[config.mk]
export PLATFORM = sky130hd
export DESIGN_NAME = meter_range_converter_unit
export DESIGN_NICKNAME = d
export VERILOG_FILES = /design/src/hw/rtl/mrc_pkg.sv /design/src/hw/rtl/mrc_apb_regs.sv /design/src/hw/rtl/mrc_adc_convert.sv /design/src/hw/rtl/mrc_cap_timer.sv /design/src/hw/rtl/meter_range_converter_unit.sv
export SDC_FILE = /design/constraint.sdc
export NUM_CORES = 2
export LEC_CHECK = 0
export ABC_CLOCK_PERIOD_IN_PS = 10100
export BUFFER_PORTS_ARGS = -buffer_cell sky130_fd_sc_hd__buf_2
export CORE_MARGIN = 2
export CORE_UTILIZATION = 35
export CTS_CLUSTER_DIAMETER = 120
export DETAILED_ROUTE_END_ITERATION = 10
export PLACE_DENSITY = 0.53
export REMOVE_ABC_BUFFERS = 1
export SYNTH_ARGS = -nofsm -noshare
export SYNTH_HDL_FRONTEND = slang
export SYNTH_SLANG_ARGS = --single-unit
[constraint.sdc]
create_clock -name clk -period 10.1 [get_ports clk]
set_clock_uncertainty 0.2 [all_clocks]
set_input_delay 0 -clock clk [delete_from_list [all_inputs] [get_ports clk]]
set_output_delay 0 -clock clk [all_outputs]
set_load 0.01 [all_outputs]
[src/hw/rtl/mrc_pkg.sv]
// shared types, codes and constant tables for the meter range converter
`timescale 1ns / 1ps

package mrc_pkg;

	// field widths
	localparam int ACTION_W  = 2;
	localparam int RANGE_W   = 8;
	localparam int ADC_W     = 12;
	localparam int READING_W = 20;
	localparam int UNIT_W    = 3;
	localparam int DEC_W     = 2;
	localparam int MUX_W     = 14;
	localparam int SCALE_W   = 14;
	localparam int PROD_W    = 26;
	localparam int CAP_IDX_W = 3;
	localparam int CAP_NUM_MAX = 235;

	// apb
	localparam int APB_ADDR_W = 3;
	localparam int APB_DATA_W = 32;
	localparam logic REG_MUX_RES = 1'b0;

	localparam logic [READING_W-1:0] READ_MAX = '1;

	// actions
	localparam logic [ACTION_W-1:0] ACT_CONVERT = 2'd0;
	localparam logic [ACTION_W-1:0] ACT_START   = 2'd1;
	localparam logic [ACTION_W-1:0] ACT_TICK    = 2'd2;

	// range codes
	localparam logic [RANGE_W-1:0] RNG_OHM       = 8'd0;
	localparam logic [RANGE_W-1:0] RNG_KOHM      = 8'd1;
	localparam logic [RANGE_W-1:0] RNG_KOHM_LO   = 8'd2;
	localparam logic [RANGE_W-1:0] RNG_KOHM_HI   = 8'd3;
	localparam logic [RANGE_W-1:0] RNG_MEG_LO    = 8'd4;
	localparam logic [RANGE_W-1:0] RNG_MEG_HI    = 8'd5;
	localparam logic [RANGE_W-1:0] RNG_CAP_FIRST = 8'd10;
	localparam logic [RANGE_W-1:0] RNG_CAP_LAST  = 8'd17;
	localparam logic [RANGE_W-1:0] RNG_DIODE     = 8'd20;
	localparam logic [RANGE_W-1:0] RNG_RAW       = 8'd50;

	// units
	localparam logic [UNIT_W-1:0] UNIT_OHM  = 3'd0;
	localparam logic [UNIT_W-1:0] UNIT_KOHM = 3'd1;
	localparam logic [UNIT_W-1:0] UNIT_MEG  = 3'd2;
	localparam logic [UNIT_W-1:0] UNIT_VOLT = 3'd3;
	localparam logic [UNIT_W-1:0] UNIT_NF   = 3'd4;
	localparam logic [UNIT_W-1:0] UNIT_UF   = 3'd5;
	localparam logic [UNIT_W-1:0] UNIT_RAW  = 3'd6;

	localparam logic [DEC_W-1:0] DEC_0 = 2'd0;
	localparam logic [DEC_W-1:0] DEC_1 = 2'd1;
	localparam logic [DEC_W-1:0] DEC_2 = 2'd2;

	// capacitance range index (range minus 10)
	localparam logic [CAP_IDX_W-1:0] CAP_TIME = 3'd0;
	localparam logic [CAP_IDX_W-1:0] CAP_NF0  = 3'd1;
	localparam logic [CAP_IDX_W-1:0] CAP_NF1  = 3'd2;
	localparam logic [CAP_IDX_W-1:0] CAP_NF2  = 3'd3;
	localparam logic [CAP_IDX_W-1:0] CAP_NF3  = 3'd4;
	localparam logic [CAP_IDX_W-1:0] CAP_NF4  = 3'd5;
	localparam logic [CAP_IDX_W-1:0] CAP_UF0  = 3'd6;
	localparam logic [CAP_IDX_W-1:0] CAP_UF1  = 3'd7;

	// reciprocals scaled by 2^32, rounded up
	localparam logic [32:0] MAGIC_ONE = 33'h1_0000_0000;
	localparam logic [32:0] MAGIC_5   = 33'((64'h1_0000_0000 + 64'd4) / 64'd5);
	localparam logic [32:0] MAGIC_11  = 33'((64'h1_0000_0000 + 64'd10) / 64'd11);
	localparam logic [32:0] MAGIC_63  = 33'((64'h1_0000_0000 + 64'd62) / 64'd63);
	localparam logic [32:0] MAGIC_103 = 33'((64'h1_0000_0000 + 64'd102) / 64'd103);

	typedef struct packed {
		logic [ACTION_W-1:0] action;
		logic [RANGE_W-1:0]  range;
		logic [ADC_W-1:0]    adc_code;
		logic                sense_high;
	} in_item_t;

	typedef struct packed {
		logic [READING_W-1:0] reading;
		logic [UNIT_W-1:0]    unit;
		logic [DEC_W-1:0]     decimals;
		logic                 short_flag;
	} out_item_t;

	typedef struct packed {
		logic      known;
		out_item_t item;
	} conv_res_t;

	typedef struct packed {
		logic      valid;
		out_item_t item;
	} tmr_res_t;

	// front-end scale factor applied to the adc code
	function automatic logic [SCALE_W-1:0] adc_scale(input logic [RANGE_W-1:0] rng);
		logic [SCALE_W-1:0] k;
		unique case (rng)
			RNG_OHM:     k = 14'd3125;
			RNG_KOHM:    k = 14'd15625;
			RNG_KOHM_LO: k = 14'd250;
			RNG_KOHM_HI: k = 14'd2500;
			RNG_MEG_LO:  k = 14'd25;
			RNG_MEG_HI:  k = 14'd625;
			RNG_DIODE:   k = 14'd250;
			default:     k = '0;
		endcase
		return k;
	endfunction

	function automatic logic [7:0] cap_num(input logic [CAP_IDX_W-1:0] k);
		logic [7:0] v;
		unique case (k)
			CAP_NF2: v = 8'd5;
			CAP_NF3: v = 8'd25;
			CAP_NF4: v = 8'd235;
			CAP_UF1: v = 8'd5;
			default: v = 8'd1;
		endcase
		return v;
	endfunction

	function automatic logic [2:0] cap_shift(input logic [CAP_IDX_W-1:0] k);
		logic [2:0] v;
		unique case (k)
			CAP_TIME: v = 3'd2;
			CAP_NF0:  v = 3'd6;
			CAP_NF1:  v = 3'd3;
			CAP_NF2:  v = 3'd3;
			CAP_NF3:  v = 3'd2;
			CAP_NF4:  v = 3'd6;
			CAP_UF0:  v = 3'd2;
			default:  v = 3'd1;
		endcase
		return v;
	endfunction

	function automatic logic [32:0] cap_magic(input logic [CAP_IDX_W-1:0] k);
		logic [32:0] v;
		unique case (k)
			CAP_NF1: v = MAGIC_5;
			CAP_NF2: v = MAGIC_11;
			CAP_NF3: v = MAGIC_11;
			CAP_UF0: v = MAGIC_63;
			CAP_UF1: v = MAGIC_103;
			default: v = MAGIC_ONE;
		endcase
		return v;
	endfunction

	function automatic logic [14:0] cap_zero(input logic [CAP_IDX_W-1:0] k);
		logic [14:0] v;
		unique case (k)
			CAP_NF0: v = 15'd32;
			CAP_NF1: v = 15'd200;
			CAP_NF2: v = 15'd880;
			CAP_NF3: v = 15'd4400;
			CAP_NF4: v = 15'd32000;
			CAP_UF0: v = 15'd252;
			CAP_UF1: v = 15'd2060;
			default: v = '0;
		endcase
		return v;
	endfunction

endpackage

[src/hw/rtl/mrc_apb_regs.sv]
// apb register block holding the mux resistance
`timescale 1ns / 1ps

module mrc_apb_regs import mrc_pkg::*; (
	input  logic                  clk,
	input  logic                  arst_n,
	input  logic                  psel,
	input  logic                  penable,
	input  logic                  pwrite,
	input  logic [APB_ADDR_W-1:0] paddr,
	input  logic [APB_DATA_W-1:0] pwdata,
	output logic [APB_DATA_W-1:0] prdata,
	output logic                  pready,
	output logic [MUX_W-1:0]      mux_res
);

	logic             sel_mux;
	logic [MUX_W-1:0] mux_q;

	assign sel_mux = (paddr[APB_ADDR_W-1] == REG_MUX_RES);
	assign pready  = 1'b1;
	assign prdata  = sel_mux ? APB_DATA_W'(mux_q) : '0;
	assign mux_res = mux_q;

	always_ff @(posedge clk or negedge arst_n) begin
		if (!arst_n) begin
			mux_q <= '0;
		end else if (psel && penable && pwrite && pready && sel_mux) begin
			mux_q <= pwdata[MUX_W-1:0];
		end
	end

endmodule

[src/hw/rtl/mrc_adc_convert.sv]
// adc code to reading conversion for resistance, diode and raw ranges
`timescale 1ns / 1ps

module mrc_adc_convert import mrc_pkg::*; (
	input  in_item_t           item,
	input  logic [PROD_W-1:0]  prod,
	input  logic [MUX_W-1:0]   mux_res,
	output conv_res_t          res
);

	localparam logic [18:0] KOHM_MAGIC = 19'(((1 << 28) + 999) / 1000);
	localparam logic [11:0] MEG_MAGIC  = 12'(((1 << 14) + 6) / 7);

	logic signed [PROD_W+1:0] w_ohm;
	logic signed [PROD_W+1:0] w_kohm;
	logic signed [PROD_W+1:0] w_diode;
	logic [36:0]              kohm_prod;
	logic [22:0]              meg_prod;
	logic [ADC_W-1:0]         c;

	assign c = item.adc_code;

	// prod already holds the code times the range scale
	assign w_ohm   = $signed({2'b00, prod}) - $signed((PROD_W+2)'({mux_res, 9'b0}));
	assign w_kohm  = $signed({2'b00, prod}) - $signed((PROD_W+2)'({mux_res, 8'b0}));
	assign w_diode = $signed({2'b00, prod}) - $signed((PROD_W+2)'(20480));

	// divide by 1000 and by 7 through reciprocals
	assign kohm_prod = 37'(w_kohm[25:8]) * 37'(KOHM_MAGIC);
	assign meg_prod  = 23'(prod[21:11]) * 23'(MEG_MAGIC);

	always_comb begin
		res.known           = 1'b1;
		res.item.reading    = '0;
		res.item.unit       = UNIT_RAW;
		res.item.decimals   = DEC_0;
		res.item.short_flag = 1'b0;
		unique case (item.range)
			RNG_OHM: begin
				res.item.unit     = UNIT_OHM;
				res.item.decimals = DEC_2;
				if (w_ohm <= 0) begin
					res.item.reading = '0;
				end else if (w_ohm >= (PROD_W+2)'(20000 * 512)) begin
					res.item.reading = 20'd20000;
				end else begin
					res.item.reading = 20'(w_ohm[23:9]);
				end
			end
			RNG_KOHM: begin
				res.item.unit     = UNIT_KOHM;
				res.item.decimals = DEC_2;
				if (w_kohm >= (PROD_W+2)'(245000 * 256)) begin
					res.item.reading = 20'd250;
				end else if (w_kohm <= (PROD_W+2)'(2560000)) begin
					res.item.reading = '0;
				end else begin
					res.item.reading = 20'(kohm_prod[35:28]);
				end
			end
			RNG_KOHM_LO: begin
				res.item.unit     = UNIT_KOHM;
				res.item.decimals = DEC_1;
				if (c >= 12'd4080) begin
					res.item.reading = 20'd250;
				end else if (c <= 12'd163) begin
					res.item.reading = '0;
				end else begin
					res.item.reading = 20'(prod[PROD_W-1:12]);
				end
			end
			RNG_KOHM_HI: begin
				res.item.unit     = UNIT_KOHM;
				res.item.decimals = DEC_1;
				if (c >= 12'd4080) begin
					res.item.reading = 20'd2500;
				end else if (c <= 12'd65) begin
					res.item.reading = '0;
				end else begin
					res.item.reading = 20'(prod[PROD_W-1:12]);
				end
			end
			RNG_MEG_LO: begin
				res.item.unit     = UNIT_MEG;
				res.item.decimals = DEC_1;
				if (c >= 12'd4080) begin
					res.item.reading = 20'd25;
				end else if (c <= 12'd163) begin
					res.item.reading = '0;
				end else begin
					res.item.reading = 20'(prod[PROD_W-1:12]);
				end
			end
			RNG_MEG_HI: begin
				res.item.unit     = UNIT_MEG;
				res.item.decimals = DEC_1;
				if (c >= 12'd3418) begin
					res.item.reading = 20'd150;
				end else if (c <= 12'd229) begin
					res.item.reading = '0;
				end else begin
					res.item.reading = 20'(meg_prod[22:14]);
				end
			end
			RNG_DIODE: begin
				res.item.unit     = UNIT_VOLT;
				res.item.decimals = DEC_2;
				if (w_diode <= 0) begin
					res.item.reading = '0;
				end else if (w_diode >= (PROD_W+2)'(245 * 4096)) begin
					res.item.reading = 20'd245;
				end else begin
					res.item.reading = 20'(w_diode[19:12]);
				end
			end
			RNG_RAW: begin
				res.item.reading = 20'(c);
			end
			default: begin
				// caller repeats the last reading
				res.known = 1'b0;
			end
		endcase
	end

endmodule

[src/hw/rtl/mrc_cap_timer.sv]
// charge timer and capacitance conversion
`timescale 1ns / 1ps

module mrc_cap_timer import mrc_pkg::*; #(
	parameter int TICK_LIMIT = 150000
) (
	input  logic     clk,
	input  logic     arst_n,
	input  logic     fire,
	input  in_item_t item,
	output tmr_res_t res,
	output logic     active
);

	localparam int CNT_W = $clog2(TICK_LIMIT + 1);
	localparam int NUM_W = $clog2(TICK_LIMIT * CAP_NUM_MAX + 1);

	logic                 active_q;
	logic [CNT_W-1:0]     ticks_q;
	logic [NUM_W-1:0]     num_q;
	logic [CAP_IDX_W-1:0] held_q;

	logic                 is_tick;
	logic                 is_start;
	logic                 at_limit;
	logic                 is_uf;
	logic [NUM_W-1:0]     num_sh;
	logic [NUM_W+32:0]    quot_prod;
	logic [NUM_W-1:0]     quot;
	logic [NUM_W+3:0]     scaled;

	assign is_tick  = (item.action == ACT_TICK);
	assign is_start = (item.action == ACT_START) && (item.range >= RNG_CAP_FIRST)
		&& (item.range <= RNG_CAP_LAST);
	assign at_limit = (ticks_q >= CNT_W'(TICK_LIMIT - 1));
	assign is_uf    = (held_q == CAP_UF0) || (held_q == CAP_UF1);
	assign active   = active_q;

	// num_q tracks ticks times the range numerator
	assign num_sh    = num_q >> cap_shift(held_q);
	assign quot_prod = (NUM_W+33)'(num_sh) * (NUM_W+33)'(cap_magic(held_q));
	assign quot      = quot_prod[NUM_W+31:32];
	assign scaled    = is_uf ? ((NUM_W+4)'({quot, 3'b0}) + (NUM_W+4)'({quot, 1'b0}))
		: (NUM_W+4)'(quot);

	always_comb begin
		res.valid           = is_tick && active_q && (!item.sense_high || at_limit);
		res.item.short_flag = item.sense_high;
		res.item.unit       = UNIT_NF;
		res.item.decimals   = DEC_0;
		if (held_q == CAP_TIME) begin
			res.item.unit = UNIT_RAW;
		end else if (is_uf) begin
			res.item.unit     = UNIT_UF;
			res.item.decimals = DEC_1;
		end
		if (item.sense_high || (num_q <= NUM_W'(cap_zero(held_q)))) begin
			res.item.reading = '0;
		end else if (scaled > (NUM_W+4)'(READ_MAX)) begin
			res.item.reading = READ_MAX;
		end else begin
			res.item.reading = scaled[READING_W-1:0];
		end
	end

	always_ff @(posedge clk or negedge arst_n) begin
		if (!arst_n) begin
			active_q <= 1'b0;
			ticks_q  <= '0;
			num_q    <= '0;
			held_q   <= CAP_TIME;
		end else if (fire) begin
			if (is_start) begin
				active_q <= 1'b1;
				ticks_q  <= '0;
				num_q    <= '0;
				held_q   <= CAP_IDX_W'(item.range - RNG_CAP_FIRST);
			end else if (is_tick && active_q) begin
				if (!item.sense_high || at_limit) begin
					active_q <= 1'b0;
				end else begin
					ticks_q <= ticks_q + 1'b1;
					num_q   <= num_q + NUM_W'(cap_num(held_q));
				end
			end
		end
	end

endmodule

[src/hw/rtl/meter_range_converter_unit.sv]
// top level of the meter range converter
`timescale 1ns / 1ps

// Takes one item per clock while not stalled, into the input register; the input
// register also stores the adc code already multiplied by the range scale factor, and
// the conversion, the charge-timer update and the reading selection sit between that
// register and the result register. The result register lets a new item enter while a
// finished result waits under out_stall; the input stalls only when the item in the input
// register has a result and the result register is full and stalled. Convert items always
// give a result (unknown ranges repeat the last reading), start items never do, and tick
// items give one only when the comparator drops or the tick count reaches TICK_LIMIT. The
// mux resistance register is written over apb and takes effect on the next convert.
module meter_range_converter_unit import mrc_pkg::*; #(
	parameter int TICK_LIMIT = 150000
) (
	input  logic                  clk,
	input  logic                  arst_n,
	input  logic                  in_valid,
	output logic                  in_stall,
	input  in_item_t              in_data,
	output logic                  out_valid,
	input  logic                  out_stall,
	output out_item_t             out_data,
	input  logic                  psel,
	input  logic                  penable,
	input  logic                  pwrite,
	input  logic [APB_ADDR_W-1:0] paddr,
	input  logic [APB_DATA_W-1:0] pwdata,
	output logic [APB_DATA_W-1:0] prdata,
	output logic                  pready
);

	logic [MUX_W-1:0]  mux_res;
	logic [PROD_W-1:0] prod_in;

	logic              valid_s1;
	in_item_t          item_s1;
	logic [PROD_W-1:0] prod_s1;

	conv_res_t         conv;
	tmr_res_t          tmr;
	logic              tmr_active;

	logic              is_convert;
	logic              has_res;
	logic              fire_s1;
	out_item_t         new_item;

	logic              out_valid_q;
	out_item_t         out_q;

	mrc_apb_regs u_regs (
		.clk     (clk),
		.arst_n  (arst_n),
		.psel    (psel),
		.penable (penable),
		.pwrite  (pwrite),
		.paddr   (paddr),
		.pwdata  (pwdata),
		.prdata  (prdata),
		.pready  (pready),
		.mux_res (mux_res)
	);

	// scale the code on the way into the input register
	assign prod_in = PROD_W'(in_data.adc_code) * PROD_W'(adc_scale(in_data.range));

	mrc_adc_convert u_conv (
		.item    (item_s1),
		.prod    (prod_s1),
		.mux_res (mux_res),
		.res     (conv)
	);

	mrc_cap_timer #(
		.TICK_LIMIT (TICK_LIMIT)
	) u_timer (
		.clk    (clk),
		.arst_n (arst_n),
		.fire   (fire_s1),
		.item   (item_s1),
		.res    (tmr),
		.active (tmr_active)
	);

	assign is_convert = (item_s1.action == ACT_CONVERT);
	assign has_res    = is_convert || tmr.valid;
	assign fire_s1    = valid_s1 && (!has_res || !out_valid_q || !out_stall);
	assign in_stall   = valid_s1 && !fire_s1;

	// out_q doubles as the last reading
	always_comb begin
		if (is_convert) begin
			new_item = conv.known ? conv.item : out_q;
		end else begin
			new_item = tmr.item;
		end
	end

	always_ff @(posedge clk or negedge arst_n) begin
		if (!arst_n) begin
			valid_s1 <= 1'b0;
		end else if (!in_stall) begin
			valid_s1 <= in_valid;
		end
	end

	always_ff @(posedge clk) begin
		if (in_valid && !in_stall) begin
			item_s1 <= in_data;
			prod_s1 <= prod_in;
		end
	end

	always_ff @(posedge clk or negedge arst_n) begin
		if (!arst_n) begin
			out_valid_q <= 1'b0;
			out_q       <= '0;
		end else if (fire_s1 && has_res) begin
			out_valid_q <= 1'b1;
			out_q       <= new_item;
		end else if (!out_stall) begin
			out_valid_q <= 1'b0;
		end
	end

	assign out_valid = out_valid_q;
	assign out_data  = out_q;

	a_stall_needs_item: assert property (@(posedge clk) disable iff (!arst_n)
		in_stall |-> valid_s1)
		else $error("input stalled with an empty input register");

	a_short_reads_zero: assert property (@(posedge clk) disable iff (!arst_n)
		(out_valid && out_data.short_flag) |-> (out_data.reading == '0))
		else $error("short result with a nonzero reading");

	a_start_arms_timer: assert property (@(posedge clk) disable iff (!arst_n)
		(in_valid && !in_stall && (in_data.action == ACT_START)
			&& (in_data.range >= RNG_CAP_FIRST) && (in_data.range <= RNG_CAP_LAST))
		|-> ##2 tmr_active)
		else $error("charge timer not armed after a start transaction");

	a_result_from_item: assert property (@(posedge clk) disable iff (!arst_n)
		$rose(out_valid) |-> $past(valid_s1))
		else $error("result appeared without an item in the input register");

endmodule

---- After elaboration in Yosys (flattened, before gate mapping) ----
Index checks and enable logic that the tools add are counted.
operators by class
  div/mod/pow operators ................... 0
  equal/unequal tests ..................... 25
  bitwise gates (word level) .............. 1
  $lt $le $gt $ge ......................... 16
  mux-type cells .......................... 45
  multiply operators ...................... 4
  $add $sub $neg .......................... 7
  shifts and indexed selects .............. 1
  reductions and logical operators ........ 42
operators by type and width
  kind                                                               number
  case mux 20 bit (8 select lines)                                   1
  2-to-1 mux 20 bit                                                  7
  case mux 33 bit (4 select lines)                                   1
  2-to-1 mux 26 bit                                                  5
  case mux 15 bit (7 select lines)                                   1
  case mux 14 bit (6 select lines)                                   1
  multiplier 26 x 33 -> 58 bit                                       1
  2-to-1 mux 8 bit                                                   7
  less-or-equal comparator 27 x 1 -> 1 bit (second input constant)   2
  2-to-1 mux 18 bit                                                  3
  2-to-1 mux 14 bit                                                  3
  multiplier 18 x 17 -> 34 bit (second input constant)               1
  equality test 8 x 2 -> 1 bit (second input constant)               4
  equality test 8 x 3 -> 1 bit (second input constant)               4
  adder 29 x 27 -> 30 bit                                            1
  > comparator 30 x 20 -> 1 bit (second input constant)              1
  2-to-1 mux 15 bit                                                  2
  2-to-1 mux 30 bit                                                  1
  >= comparator 28 x 27 -> 1 bit (second input constant)             1
  less-or-equal comparator 28 x 23 -> 1 bit (second input constant)  1
  >= comparator 27 x 21 -> 1 bit (second input constant)             1
  >= comparator 27 x 25 -> 1 bit (second input constant)             1
  subtractor 26 x 15 -> 27 bit (second input constant)               1
  subtractor 26 x 22 -> 27 bit                                       1
  44 further kinds                                                   89
word-level totals
  bits in registers ....................... 139
  bits in writable memories ............... 0
  bits in latches ......................... 0
  memories kept ........................... 0
  ROM bits ................................ 0
  bits of input ports ..................... 65

---- Logic depth before layout (Yosys ltp) ----
  depth in word-level cells ............... 13
  depth in mapped cells ................... 48
  gate-level depth less buffers ........... 46

---- Modules after synthesis ----
From an unflattened synthesis, not the netlist that was laid out.
second synthesis, totals
  cell total of the unflattened synthesis .. 5166
  area total of the unflattened synthesis .. 45640.0 um^2
by module, submodules not included
  module                      cells an instance  area an instance (um^2)  sequential area each (um^2)  times used
  mrc_cap_timer               3081               27283.7                  1201.2                       1
  mrc_adc_convert             1138               9066.2                   0.0                          1
  meter_range_converter_unit  881                8463.1                   2172.1                       1
  mrc_apb_regs                66                 827.0                    350.3                        1

---- Least setup slack after synthesis ----
OpenSTA, ideal clock, no wires.
  path kind ............................... register to register
  start point ............................. register u_timer.held_q[0]
  end point ............................... register out_q (netlist bit out_data[10])
  data required time ...................... 9.774 ns
  library setup time ...................... 0.126 ns
  period minus slack after synthesis ...... 11.157 ns
  arrival time ............................ 10.831 ns
  setup slack ............................. -1.057 ns
  stages on the path, launching flop included .. 43
  path through ............................ dfrtp_1 nand2b_2 nand2_1 buf_2 mux2i_1 o21ai_0 a21boi_0 nor2_1 inv_1 nand2_1 inv_1 fa_1 fa_1 inv_1 fa_1 fa_1 fa_1 fa_1 [... 7 more ...] o21ai_1 a22oi_4 a21oi_1 o31ai_1 xor2_1 ha_1 o21ai_0 a21oi_1 and3_1 nor2_1 o41a_1 o31a_1 xnor2_1 nor3_1 a32o_1 buf_2 a41oi_1 a221o_1
on the way
  cells in the longest elaborated chain, start to end .. 11
RTL lines
  element                                                                    line                                            RTL
  start, declared                                                            mrc_cap_timer.sv:21                             logic [CAP_IDX_W-1:0] held_q;
  start signal, assigned                                                     mrc_cap_timer.sv:77                             held_q <= CAP_IDX_W'(item.range - RNG_CAP_FIRST);
  equality test 3 bit, or another cell as far along                          mrc_pkg.sv:127, mrc_pkg.sv:142, mrc_pkg.sv:155
  OR reduction 3 bit (no line) / OR reduction 2 bit (equally long branches)  n/a
  case mux 3 bit (3 select lines)                                            mrc_pkg.sv:127                                  unique case (k)
  >> shifter 26 x 3 -> 26 bit                                                mrc_cap_timer.sv:40                             assign num_sh = num_q >> cap_shift(held_q);
  multiplier 26 x 33 -> 58 bit                                               mrc_cap_timer.sv:41                             assign quot_prod = (NUM_W+33)'(num_sh) * (NUM_W+33)'(cap_magic(held_q));
  adder 29 x 27 -> 30 bit                                                    mrc_cap_timer.sv:43                             assign scaled = is_uf ? ((NUM_W+4)'({quot, 3'b0}) + (NUM_W+4)'({quot, 1'b0}))
  2-to-1 mux 30 bit                                                          mrc_cap_timer.sv:43
  > comparator 30 x 20 -> 1 bit                                              mrc_cap_timer.sv:59                             end else if (scaled > (NUM_W+4)'(READ_MAX)) begin
  2-to-1 mux 20 bit                                                          mrc_cap_timer.sv:59
  2-to-1 mux 20 bit (*)                                                      mrc_cap_timer.sv:57                             if (item.sense_high || (num_q <= NUM_W'(cap_zero(held_q)))) begin
  2-to-1 mux 26 bit (*)                                                      meter_range_converter_unit.sv:93                if (is_convert) begin
  end signal, assigned                                                       meter_range_converter_unit.sv:121               out_q <= new_item;
  end, declared                                                              meter_range_converter_unit.sv:50                out_item_t out_q;
Mark *: on every way between the ends. The rest lies on a longest branch, timed or not.
A chain may end at the register's enable or synchronous reset.

---- Worst setup path in the final report ----
  start point ............................. register u_timer.held_q[0]
  end point ............................... register out_q (netlist bit out_data[23])
The elaborated chain is that of the path after synthesis.

==> results.json <==
{
  "status": "finished, violations left",
  "violations": "setup timing",
  "ys_types": 108,
  "first_pass_iters": 7,
  "io_buffers": 86,
  "rows": 129,
  "crit_path_frequent_cell": "buf_4",
  "synth_top_area_share_pct": 35.1,
  "p_leak_nw": 29.4,
  "yosysMostFrequentCell": "inv_1",
  "gp_congestion": 1.02,
  "critPathSlowestCell": "fa_2",
  "grt_antenna_before_repair": 3,
  "ant_nets": 0,
  "layout-drive-gt1-share_pct": 21.5,
  "cts_tree": "built",
  "ys_warn_count": 0,
  "fp.dieW_um": 357,
  "clkLatencyLatePin_ns": 0.45,
  "synth_top_family_by_area": "adder cells",
  "insertedDiodeCount": 0,
  "cts_root_buf": "clkbuf_16",
  "start_util_pct": 35.3,
  "clockBufferDepth": 2,
  "drtIter0Drc": 2162,
  "synth_cells": 4838,
  "setup_slack_ns": -0.728,
  "crit_required_ns": 10.26,
  "syn_area_um2": 43600,
  "crit_path_max_fanout": 8,
  "power_density_nw_per_um2": 159,
  "gr-usage-all-layers_pct": 24.1,
  "synth_mux_area_share_pct": 0.992,
  "ir_drop_uv": 579,
  "nets": 7147,
  "cts.sinks": 139,
  "cp.arrival_ns": 10.99,
  "grt_setup_unrepaired": "true",
  "synthTopCellsByArea": "fa_1 (35%), ha_1 (19%), inv_1 (9.8%)",
  "path_clk_slew_ns": 0.07,
  "grt_pass1_wl_um": 232000,
  "synth_edf_count": 49,
  "synth-xor-area-share_pct": 2.77,
  "viasPerCell": 4.94,
  "gr-total-overflow": 0,
  "syn_avg_cell_area_um2": 9.02,
  "htree_levels": 4,
  "hold_violations": 0,
  "post-route-drc-count": 0,
  "synthAdderAreaFrac_pct": 53.8,
  "wl_per_cell_um": 20.6,
  "synth-seq-area-share_pct": 8.53,
  "cp-start-kind": "flip-flop",
  "async_reset_ff_share_pct": 64.7,
  "ys_seq_elements": 139,
  "die_h_um": 357,
  "yosysTopAreaCell": "fa_1",
  "cts_buffers": 17,
  "max_stage_delay_ns": 0.60,
  "drv_cap": 0,
  "hold_class": "primary input to flip-flop",
  "grt_max_degree": 63,
  "synth_compound_area_share_pct": 10.4,
  "finalCritPeriodShare_pct": 107,
  "worst_pin_slew_ns": 1.07,
  "drv_slew": 0,
  "period_minus_slack_ns": 10.83,
  "total_power_mw": 8.66,
  "whs_ns": 0.113,
  "die_area_um2": 128000,
  "path_class": "flip-flop to flip-flop",
  "via_count": 36200,
  "core_um2": 124000,
  "layout-area-overhead-vs-synth_pct": 24.4,
  "end_kind": "flip-flop",
  "yosys_most_used_dff": "dfrtp_1",
  "grt_pass1_vias": 38200,
  "clock.fmax_mhz": 92.3,
  "io_pins": 126,
  "synthSimpleGateAreaFrac_pct": 12.3,
  "setup-violations-final": 20,
  "hpwl_um": 131000,
  "slew_headroom_pct": 28.7,
  "routed_wl_um": 151000,
  "ys_top_cells_by_count": "inv_1 (1140), fa_1 (765), ha_1 (651)"
}
[flip-flops by register name (all words and copies together), names as in the netlist]
register and cells:
valid_s1 1, u_timer.active 1, u_timer.ticks_q 18, item_s1 23, out_valid 1, out_data 26, u_timer.num_q 26, u_regs.mux_res 14
prod_s1 26, u_timer.held_q 3
[what timing repair did]
| item | in CTS | in global routing |
|---|---|---|
| hold endpoints to repair | 130 | 0 |
| hold buffers | 43 | 0 |
| resized for setup | 216 | 165 |
| setup buffers | 39 | 41 |
| pin swaps | 78 | 178 |
| setup endpoints to repair | 20 | 20 |
| gates cloned | 4 | 0 |
[report_power, final]
part	leakage [nW]	internal [mW]	switching, mW
registers	1.70	0.634	0.0500
logic	27.4	3.23	4.06
clock network	0.299	0.400	0.277
total	29.4	4.27	4.39
[per-layer routing]
metal | GRT usage (%) | wire length [um]
met1 | 32.4 | 65800
met3 | 2.88 | 7930
met2 | 39.9 | 70100
met4 | 8.87 | 6680
met5 | 0 | 10
[cell families (layout without fill, tap and decap cells)]
| group | count (synthesis) | in the layout |
|---|---|---|
| compound gates | 663 | 663 |
| flops | 139 | 139 |
| simple gates | 1155 | 1155 |
| mux | 41 | 41 |
| xor+xnor | 137 | 137 |
| buf+inv | 1285 | 2072 |
| fa+ha+maj | 1416 | 1416 |
| other cells | 2 | 56 |
[worst max-delay path, delay by kind of cell (launching register included)]
kind | cells | cell delay, ns
adder cells (fa/ha/maj) | 9 | 4.17
AO/OA/AOI/OAI | 12 | 2.26
buffers and inverters | 13 | 1.75
AND/OR/NAND/NOR | 12 | 1.45
flip-flops | 1 | 0.40
XOR/XNOR | 1 | 0.25
multiplexers | 1 | 0.23
[worst paths after layout]
kind	startpoint	end	slack, ns	cells after the start
hold reg to reg	u_timer.active	u_timer.active	0.28	1
setup / recovery	u_timer.held_q[0]	out_data[23]	-0.73	48
min in group asynchronous	arst_n	u_regs.mux_res[9]	0.43	4
setup reg to reg	u_timer.held_q[0]	out_data[23]	-0.73	48
hold / removal	pwdata[8]	u_regs.mux_res[8]	0.11	3
max in group asynchronous	arst_n	u_timer.held_q[1]	8.36	4
[cells in the final DEF, fill, tap and decap left out, types with 18 or more instances in the layout]
master            n
a21oi_1         130
xor2_1           49
fa_1            725
dfrtp_1          88
nand2_1         347
nand2b_1         36
nor4_1           18
edfxtp_1         49
nor3_1           65
buf_6            30
conb_1           56
o21a_1           30
nand4_1          24
and3_1           42
inv_2            37
nor2b_1          32
inv_1          1103
nor2_1          322
buf_4           719
nand3_1          54
and2_1           55
a211oi_1         21
or3_1            20
xnor2_1          77
o21ai_1          20
or2_2            20
fa_2             40
o211ai_1         24
o21ai_0         123
buf_12           20
o21bai_1         22
ha_1            630
buf_2            85
dlygate4sd3_1    42
a21oi_2          21
a21o_1           55
[per-stage QoR]
stage                     setup TNS [ns]  cells  util (%)  instance area [um^2]  setup slack, ns
after floorplan                   -53.31   4748         -                 43200            -2.76
after global placement            -28.12   7163      41.2                 51000            -1.47
after detailed placement          -29.31   7163      41.2                 51000            -1.54
after CTS                         -11.61   7278      43.1                 53400           -0.659
after global routing              -20.40   7316      43.9                 54300            -1.09
final                             -12.62   7316      43.9                 54300           -0.728
[area by class of cell]
class	instances	area (um^2)
Clock inverter	14	184
Multi-Input combinational cell	3468	36600
Tap cell	1637	2050
Fill cell	12200	69500
Clock buffer	18	439
Timing Repair Buffer	899	7070
Sequential cell	139	3730
Inverter	1141	4280
No activity file was read; power rests on OpenSTA's default activity.
